`config.mk`:
```
export PLATFORM = sky130hd
export DESIGN_NAME = pending_reply_retry_table
export DESIGN_NICKNAME = d
export VERILOG_FILES = /design/src/design/prt_pkg.sv /design/src/design/prt_ram.sv /design/src/design/prt_front.sv /design/src/design/prt_back.sv /design/src/design/pending_reply_retry_table.sv
export VERILOG_INCLUDE_DIRS = /design/src /design/src/design
export SDC_FILE = /design/constraint.sdc
export NUM_CORES = 2
export LEC_CHECK = 0
export BUFFER_PORTS_ARGS = -buffer_cell sky130_fd_sc_hd__buf_2
export CORE_AREA = 3 3 569 571
export CTS_BUF_LIST = sky130_fd_sc_hd__clkbuf_4 sky130_fd_sc_hd__clkbuf_8
export DETAILED_ROUTE_END_ITERATION = 10
export DIE_AREA = 0 0 572 574
export SLEW_MARGIN = 5
export SYNTH_ARGS = -nofsm -noshare
export SYNTH_HDL_FRONTEND = slang
export SYNTH_SLANG_ARGS = --single-unit
```
`constraint.sdc`:
```
create_clock -name clk -period 12.1 [get_ports clk]
set_clock_uncertainty 0.05 [all_clocks]
set_input_delay 1.21 -clock clk [delete_from_list [all_inputs] [get_ports clk]]
set_output_delay 1.21 -clock clk [all_outputs]
set_load 0.005 [all_outputs]
```
`src/design/pending_reply_retry_table_macros.svh`:
```
// ----------------------------------------------------------------------------
// pending_reply_retry_table_macros
// Assertion macros shared by the design files.
// ----------------------------------------------------------------------------
`ifndef PENDING_REPLY_RETRY_TABLE_MACROS_SVH
`define PENDING_REPLY_RETRY_TABLE_MACROS_SVH
// Implication checked at every clock edge outside reset
`define PRT_ASSERT_IMP(label, clk, rst, ante, cons, msg) \
  label: assert property (@(posedge clk) disable iff (rst) (ante) |-> (cons)) \
    else $error(msg);
// Next-cycle implication outside reset
`define PRT_ASSERT_NXT(label, clk, rst, ante, cons, msg) \
  label: assert property (@(posedge clk) disable iff (rst) (ante) |=> (cons)) \
    else $error(msg);
`endif

```
`src/design/prt_pkg.sv`:
```
// ----------------------------------------------------------------------------
// prt_pkg
// Shared types and constants for the pending reply retry table.
// ----------------------------------------------------------------------------
package prt_pkg;
  localparam int SLOTS_DEF    = 16;
  localparam int KEY_BITS_DEF = 64;
  localparam int KEY_W        = 64;
  localparam int TIME_W       = 32;

  localparam logic [1:0] CMD_REGISTER = 2'd0;
  localparam logic [1:0] CMD_MATCH    = 2'd1;
  localparam logic [1:0] CMD_TICK     = 2'd2;
  localparam logic [1:0] CMD_CLEAR    = 2'd3;

  localparam logic CFG_TIMEOUT = 1'b0;
  localparam logic CFG_RESEND  = 1'b1;

  // request as passed from front to back
  typedef struct packed {
    logic [1:0]        cmd;
    logic [KEY_W-1:0]  key;
    logic [7:0]        fmt;
    logic [7:0]        retries;
    logic              watchdog;
    logic [TIME_W-1:0] now_ms;
  } req_t;

  // one result item
  typedef struct packed {
    logic             is_resend;
    logic [KEY_W-1:0] resend_key;
    logic [7:0]       resend_fmt;
    logic             accepted;
    logic [4:0]       watchdog_failures;
    logic             last;
  } res_t;
endpackage

```
`src/design/prt_ram.sv`:
```
// ----------------------------------------------------------------------------
// prt_ram
// Generic RAM with one write port and one registered read port.
// ----------------------------------------------------------------------------
module prt_ram #(
  parameter int WIDTH = 8,
  parameter int DEPTH = 16
) (
  input  logic                     clk,
  input  logic                     we,
  input  logic [$clog2(DEPTH)-1:0] waddr,
  input  logic [WIDTH-1:0]         wdata,
  input  logic [$clog2(DEPTH)-1:0] raddr,
  output logic [WIDTH-1:0]         rdata
);
  logic [WIDTH-1:0] mem [DEPTH];

  always_ff @(posedge clk) begin
    if (we) begin
      mem[waddr] <= wdata;
    end
    rdata <= mem[raddr];
  end
endmodule

```
`src/design/prt_front.sv`:
```
// ----------------------------------------------------------------------------
// prt_front
// Two-entry request queue that decouples the input port from the slot engine.
// ----------------------------------------------------------------------------
module prt_front #(
  parameter int KEY_BITS = 64
) (
  input  logic            clk,
  input  logic            rst,
  input  logic            push,
  output logic            full,
  input  prt_pkg::req_t   in_req,
  output logic            req_valid,
  output prt_pkg::req_t   req,
  input  logic            req_take
);
  import prt_pkg::*;
  `include "pending_reply_retry_table_macros.svh"

  req_t        q [2];
  logic        wptr, rptr;
  logic [1:0]  count;
  logic        do_push, do_pop;
  req_t        norm;

  // mask key down to the used bits on the way in
  always_comb begin
    norm = in_req;
    norm.key = in_req.key & ({KEY_W{1'b1}} >> (KEY_W - KEY_BITS));
  end

  assign full      = (count == 2'd2);
  assign req_valid = (count != 2'd0);
  assign req       = q[rptr];
  assign do_push   = push && !full;
  assign do_pop    = req_take && req_valid;

  always_ff @(posedge clk) begin
    if (do_push) begin
      q[wptr] <= norm;
    end
    if (rst) begin
      wptr  <= 1'b0;
      rptr  <= 1'b0;
      count <= 2'd0;
    end else begin
      if (do_push) wptr <= ~wptr;
      if (do_pop) rptr <= ~rptr;
      count <= count + {1'b0, do_push} - {1'b0, do_pop};
    end
  end

  `PRT_ASSERT_IMP(a_no_over, clk, rst, 1'b1, count <= 2'd2, "queue count overflow")
  `PRT_ASSERT_NXT(a_fill, clk, rst, do_push && !do_pop, count == $past(count) + 2'd1,
    "queue count did not grow on push")
  `PRT_ASSERT_IMP(a_take, clk, rst, req_take, req_valid, "take from empty queue")
endmodule

```
`src/design/prt_back.sv`:
```
// ----------------------------------------------------------------------------
// prt_back
// Slot engine: scans the table slot by slot, reading then evaluating each, and
// emits results into a two-entry output queue.
// ----------------------------------------------------------------------------
module prt_back #(
  parameter int SLOTS = 16
) (
  input  logic                        clk,
  input  logic                        rst,
  input  logic                        req_valid,
  input  prt_pkg::req_t               req,
  output logic                        req_take,
  input  logic [prt_pkg::TIME_W-1:0]  due_after,
  input  logic                        resend_enable,
  output logic                        empty,
  input  logic                        pop,
  output prt_pkg::res_t               res
);
  import prt_pkg::*;
  `include "pending_reply_retry_table_macros.svh"

  localparam int IW = (SLOTS > 1) ? $clog2(SLOTS) : 1;
  localparam int CW = $clog2(SLOTS + 1);
  localparam int SW = KEY_W + TIME_W + 8 + 1 + 8;

  localparam logic [1:0] ST_IDLE = 2'd0;
  localparam logic [1:0] ST_READ = 2'd1;
  localparam logic [1:0] ST_EVAL = 2'd2;
  localparam logic [1:0] ST_DONE = 2'd3;

  logic [1:0]   state;
  logic [CW-1:0] idx;
  logic [SLOTS-1:0] valid;
  req_t         cur;
  logic [4:0]   fails;
  logic         acc;

  // slot memory: key, sent time, retries, watchdog, format
  logic          we;
  logic [IW-1:0] waddr;
  logic [SW-1:0] wdata, rdata;
  logic [KEY_W-1:0]  s_key;
  logic [TIME_W-1:0] s_time;
  logic [7:0]        s_ret;
  logic              s_wd;
  logic [7:0]        s_fmt;
  assign {s_key, s_time, s_ret, s_wd, s_fmt} = rdata;

  prt_ram #(.WIDTH(SW), .DEPTH(SLOTS)) u_ram (
    .clk(clk), .we(we), .waddr(waddr), .wdata(wdata),
    .raddr(idx[IW-1:0]), .rdata(rdata)
  );

  // output queue
  res_t       oq [2];
  logic       owp, orp;
  logic [1:0] ocnt;
  logic       opush;
  res_t       ores;
  logic       ofree;

  assign empty = (ocnt == 2'd0);
  assign res   = oq[orp];
  assign ofree = (ocnt == 2'd0) || (ocnt == 2'd1) || pop;

  logic [IW-1:0] slot;
  logic          sv, due, last_slot;
  logic [TIME_W-1:0] elapsed;
  assign slot      = idx[IW-1:0];
  assign sv        = valid[slot];
  assign elapsed   = cur.now_ms - s_time;
  assign due       = sv && (elapsed >= due_after);
  assign last_slot = (idx == CW'(SLOTS - 1));

  logic [1:0]  state_next;
  logic [CW-1:0] idx_next;
  logic [SLOTS-1:0] valid_next;
  logic [4:0]  fails_next;
  logic        acc_next;

  always_comb begin
    state_next = state;
    idx_next   = idx;
    valid_next = valid;
    fails_next = fails;
    acc_next   = acc;
    req_take   = 1'b0;
    we         = 1'b0;
    waddr      = slot;
    wdata      = {cur.key, cur.now_ms, cur.retries, cur.watchdog, cur.fmt};
    opush      = 1'b0;
    ores       = '0;
    ores.last  = 1'b1;
    unique case (state)
      ST_IDLE: begin
        idx_next   = '0;
        fails_next = '0;
        acc_next   = 1'b0;
        if (req_valid) begin
          req_take = 1'b1;
          if (req.cmd == CMD_CLEAR) begin
            valid_next = '0;
            state_next = ST_DONE;
          end else begin
            state_next = ST_READ;
          end
        end
      end
      ST_READ: state_next = ST_EVAL;
      ST_EVAL: begin
        state_next = ST_READ;
        idx_next   = idx + CW'(1);
        case (cur.cmd)
          CMD_REGISTER: begin
            if (!sv) begin
              acc_next = 1'b1;
              if (cur.key != '0) begin
                we = 1'b1;
                valid_next[slot] = 1'b1;
              end
              state_next = ST_DONE;
            end
          end
          CMD_MATCH: begin
            if (cur.key == '0 || (sv && s_key == cur.key)) begin
              valid_next[slot] = 1'b0;
              if (cur.key == '0) valid_next = valid;
              state_next = ST_DONE;
            end
          end
          default: begin
            if (due) begin
              if (s_ret == 8'd0) begin
                valid_next[slot] = 1'b0;
                if (s_wd && fails != 5'd31) fails_next = fails + 5'd1;
              end else if (resend_enable && !ofree) begin
                // wait for room in the output queue
                state_next = ST_EVAL;
                idx_next   = idx;
              end else begin
                we    = 1'b1;
                wdata = {s_key, cur.now_ms, s_ret - 8'd1, s_wd, s_fmt};
                if (resend_enable) begin
                  opush = 1'b1;
                  ores.is_resend  = 1'b1;
                  ores.resend_key = s_key;
                  ores.resend_fmt = s_fmt;
                  ores.last       = 1'b0;
                end
              end
            end
          end
        endcase
        if (last_slot && state_next == ST_READ) state_next = ST_DONE;
      end
      default: begin
        if (ofree) begin
          opush = 1'b1;
          ores.accepted = acc;
          ores.watchdog_failures = (cur.cmd == CMD_TICK) ? fails : 5'd0;
          state_next = ST_IDLE;
        end
      end
    endcase
  end

  always_ff @(posedge clk) begin
    if (req_take) cur <= req;
    if (opush) oq[owp] <= ores;
    if (rst) begin
      state <= ST_IDLE;
      idx   <= '0;
      valid <= '0;
      fails <= '0;
      acc   <= 1'b0;
      owp   <= 1'b0;
      orp   <= 1'b0;
      ocnt  <= 2'd0;
    end else begin
      state <= state_next;
      idx   <= idx_next;
      valid <= valid_next;
      fails <= fails_next;
      acc   <= acc_next;
      if (opush) owp <= ~owp;
      if (pop && !empty) orp <= ~orp;
      ocnt <= ocnt + {1'b0, opush} - {1'b0, pop && !empty};
    end
  end

  `PRT_ASSERT_IMP(a_oq_room, clk, rst, opush, ofree, "result queue overrun")
  `PRT_ASSERT_IMP(a_take_idle, clk, rst, req_take, state == ST_IDLE, "take while busy")
  `PRT_ASSERT_NXT(a_done_idle, clk, rst, state == ST_DONE && ofree, state == ST_IDLE,
    "command result not followed by idle")
endmodule

```
`src/design/pending_reply_retry_table.sv`:
```
// ----------------------------------------------------------------------------
// pending_reply_retry_table
// Table of outstanding requests with reply matching, timeout retry and expiry.
// ----------------------------------------------------------------------------
// Requests enter a two-entry queue; the slot engine behind it walks the table
// slot by slot, reading the memory and then evaluating each slot. Register stops
// at the first free slot and match at the first hit; a tick always walks every
// slot and may stall on the result queue; clear skips the walk entirely.
// Results leave through a two-entry queue, so one waiting result never blocks
// the input side.
module pending_reply_retry_table #(
  parameter int SLOTS    = prt_pkg::SLOTS_DEF,
  parameter int KEY_BITS = prt_pkg::KEY_BITS_DEF
) (
  input  logic        clk,
  input  logic        rst,
  input  logic        push,
  output logic        full,
  input  logic [1:0]  cmd,
  input  logic [63:0] key,
  input  logic [7:0]  fmt,
  input  logic [7:0]  retries,
  input  logic        watchdog,
  input  logic [31:0] now_ms,
  output logic        empty,
  input  logic        pop,
  output logic        is_resend,
  output logic [63:0] resend_key,
  output logic [7:0]  resend_fmt,
  output logic        accepted,
  output logic [4:0]  watchdog_failures,
  output logic        last,
  input  logic        cfg_we,
  input  logic        cfg_index,
  input  logic [31:0] cfg_data
);
  import prt_pkg::*;

  req_t  in_req, req;
  res_t  res;
  logic  req_valid, req_take;
  logic [31:0] due_after;
  logic        resend_enable;

  assign in_req = '{cmd: cmd, key: key, fmt: fmt, retries: retries,
                    watchdog: watchdog, now_ms: now_ms};

  // configuration registers
  always_ff @(posedge clk) begin
    if (rst) begin
      due_after     <= 32'd1000;
      resend_enable <= 1'b1;
    end else if (cfg_we) begin
      if (cfg_index == CFG_TIMEOUT) due_after <= cfg_data;
      else resend_enable <= cfg_data[0];
    end
  end

  prt_front #(.KEY_BITS(KEY_BITS)) u_front (
    .clk(clk), .rst(rst), .push(push), .full(full), .in_req(in_req),
    .req_valid(req_valid), .req(req), .req_take(req_take)
  );

  prt_back #(.SLOTS(SLOTS)) u_back (
    .clk(clk), .rst(rst), .req_valid(req_valid), .req(req), .req_take(req_take),
    .due_after(due_after), .resend_enable(resend_enable),
    .empty(empty), .pop(pop), .res(res)
  );

  assign is_resend         = res.is_resend;
  assign resend_key        = res.resend_key;
  assign resend_fmt        = res.resend_fmt;
  assign accepted          = res.accepted;
  assign watchdog_failures = res.watchdog_failures;
  assign last              = res.last;
endmodule
```
==> flow_summary.ini <==
[status]
status = complete, no violations

[critical_path]
cp_max_fo = 34
path_cells = inv_1 > ha_1 > inv_1 > fa_1 > a211o_1 > a211oi_1 > o21bai_1 > a31o_2 > a221oi_1 > a21oi_1 > o211a_1 > a311o_1 > ha_1 > nand4_1 > or3_1 > nor2_1 > o2111ai_1 > a21oi_2 > a21oi_4 > nor2b_4 > buf_4 > buf_4
cp.buffers_inverters = 4
cp.required_ns = 12.64
critPathKind = register to register
crit_path_start_kind = register
cp.arrival_ns = 9.14
slowest_delay_ns = 0.73
crit_family = compound AO/OA/AOI/OAI gates
cpMaxStageDelayCell = buf_4
endpoint_kind = register

[route]
routed_wl_um = 241000
dr_wl_met3_um = 18400
wl_per_cell_um = 25.6
wl_met2_um = 113000
drc = 0
num_vias = 46679
drtIter0Drc = 5261
firstDrtPassIters = 5
ant_nets = 0
wl_met1_um = 106000
top_layer = met4
routed_via_density = 4.95

[yosys]
synthFlopType = edfxtp_1
synthSimpleGateAreaFrac_pct = 2.18
synth.area.mux_share_pct = 16.7
synth_top_family_by_area = multiplexers
synth_compound_area_share_pct = 1.44
yosysWarnings = 0
netlist_area_um2 = 95600
synthArstFlopShare_pct = 0
syn_nets = 4659
yosys_register_bits = 2498
synthCells = 4429
netlist_top_cells_area = edfxtp_1 73%, mux4_2 13%, dfxtp_1 3.9%, mux2_2 3.2%, ha_1 1.0%
ys_seq_area_share_pct = 76.6
avgSynthCellArea_um2 = 21.6
synthAdderAreaFrac_pct = 1.02
yosysTopAreaCellShare_pct = 72.7
synthXorXnorAreaFrac_pct = 0.953
ys_types = 68
synth_edf_count = 2313
synth_top_cell_by_area = edfxtp_1

[power_and_ir_drop]
p_per_area_nw_per_um2 = 200
irDropWorstVdd_v = 0.000131
finalPower_w = 0.0220
leakage_nw = 34.5

[cts]
post_cts_resized = 0
cts_tree = yes
htreeDepth = 5
hold_buffers = 0
postCtsSetupRepairBufs = 0
path_clk_slew_ns = 0.07
cts_buffers = 380
cts_num_sinks = 2498
cts_root_buffer = clkbuf_8
clock_latency_ns = 1.03
clk_path_buf_depth = 4

[placement]
io_buffers = 234
dp.cells = 8732
dp_hpwl_um = 137000
gp_congestion = 0.792
dp_slack_ns = 3.55

[floorplan]
start_util_pct = 30.0
rows = 207
coreArea_um2 = 318000
dieArea_um2 = 328000
die_y_um = 574
die_x_um = 572
num_io_pins = 235

[timing]
timing.final.crit_share_pct = 71.1
maxSlewViolCount = 0
tightest_slew_ns = 1.36
hold_violations = 0
fmax_ghz = 0.116
fin_ws_ns = 3.50
max_slew_margin_pct = 8.64
setup_viol_count_final = 0
rsz0062_at_grt = no
min_period_ns = 8.60
fin_tns_setup_ns = 0

[grt]
grtUsageTotal_pct = 14.3
grt_pass1_vias = 47600
grt_max_degree = 114
antenna_found_initial = 21
globalRouteOverflowTotal = 0
grt_first_pass_wirelength_um = 345000

[job]
cap_viol_max_count = 0

[hold_path]
hold_path_class = primary input to register

[layout]
layout_common_cells = 2313 x edfxtp_1, 570 x mux4_2, 422 x clkbuf_8, 274 x mux2_2, 234 x buf_2
fin_cells = 9434
final_common_cell = edfxtp_1
nets = 5164
syn_to_final_growth_pct = 15.0
drive_above_1_share_pct = 35.4
fin_util_pct = 34.5
per-stage QoR:
stage                     hold slack, ns  area (um^2)
after floorplan                    0.382        95600
after global placement             0.393       102000
after detailed placement           0.402       102000
after CTS                          0.229       110000
after global routing               0.252       110000
final                              0.345       110000
final timing paths:
kind	startpoint	end	slack (ns)	cells past startpoint
setup / recovery	u_back.cur[0]$_DFFE_PP_	u_back.u_ram.mem[14][70]$_DFFE_PP_	3.50	22
hold reg to reg	due_after[17]$_SDFFE_PP0P_	due_after[17]$_SDFFE_PP0P_	0.41	2
setup reg to reg	u_back.cur[0]$_DFFE_PP_	u_back.u_ram.mem[14][70]$_DFFE_PP_	3.50	22
hold / removal	key[34]	u_front.q[1][83]$_DFFE_PP_	0.35	1
cell type report:
type	instances	area, um^2
multi-input combinational	1644	21500
sequential	2498	73200
fill	29369	208000
antenna	11	27.5
inverter	91	342
clock inverter	111	764
timing repair buffer	319	1900
tap	4180	5230
clock buffer	580	6990
routing by layer:
layer	global-route usage (%)	up-vias
met2	22.3	1982
met4	2.83	0
met5	0	-
met3	2.70	348
met1	21.0	25031
li1	-	19318
worst reg2reg max path: cells and delay by family, from the launching register on:
family,cells,cell delay (ns)
AO/OA/AOI/OAI,11,3.91
adder cells (fa/ha/maj),3,0.91
buffers and inverters,4,1.58
flip-flops,1,0.60
AND/OR/NAND/NOR,4,1.23
cell families (layout without fill, tap and decap cells):
group	after synthesis	after routing
other	0	11
AO/OA/AOI/OAI	214	214
flip-flops	2498	2498
XOR/XNOR	104	104
multiplexers	847	847
adder cells (fa/ha/maj)	77	77
AND/OR/NAND/NOR	402	402
buffers and inverters	287	1101
power breakdown:
group / internal [W] / total, W / leakage [nW] / switching, W
clock network: 0.00386 / 0.00711 / 4.15 / 0.00325
registers: 0.0107 / 0.0114 / 22.4 / 0.000681
logic: 0.00136 / 0.00347 / 7.91 / 0.00211
total: 0.0159 / 0.0220 / 34.5 / 0.00603
sequential cells by signal, summed over array words and instances, names as in the netlist, named ones only:
name                cells
due_after              32
resend_enable           1
u_back.acc              1
u_back.cur            115
u_back.fails            5
u_back.idx              5
u_back.ocnt             2
u_back.oq             160
u_back.orp              1
u_back.owp              1
u_back.state            2
u_back.u_ram.mem     1808
u_back.u_ram.rdata    113
u_back.valid           16
u_front.count           2
u_front.q             230
u_front.rptr            1
u_front.wptr            1
synth_stat cells (9+ instances only):
master    instances
inv_1            89
nor2b_1          18
a21oi_1          80
and2_1           80
mux4_2          570
clkbuf_1        144
xor2_1           82
and3_1           15
o21ai_1          10
buf_1            41
o21ai_0          25
nor4_1           36
edfxtp_1       2313
ha_1             76
nand2_1         118
nand3_1          17
a31oi_1           9
a21o_1           14
xnor2_1          22
a32oi_1          13
nor3_1           13
dfxtp_1         185
nor2_1           59
nand4_1          21
mux2_2          274
(Power assumes the default switching activity.)
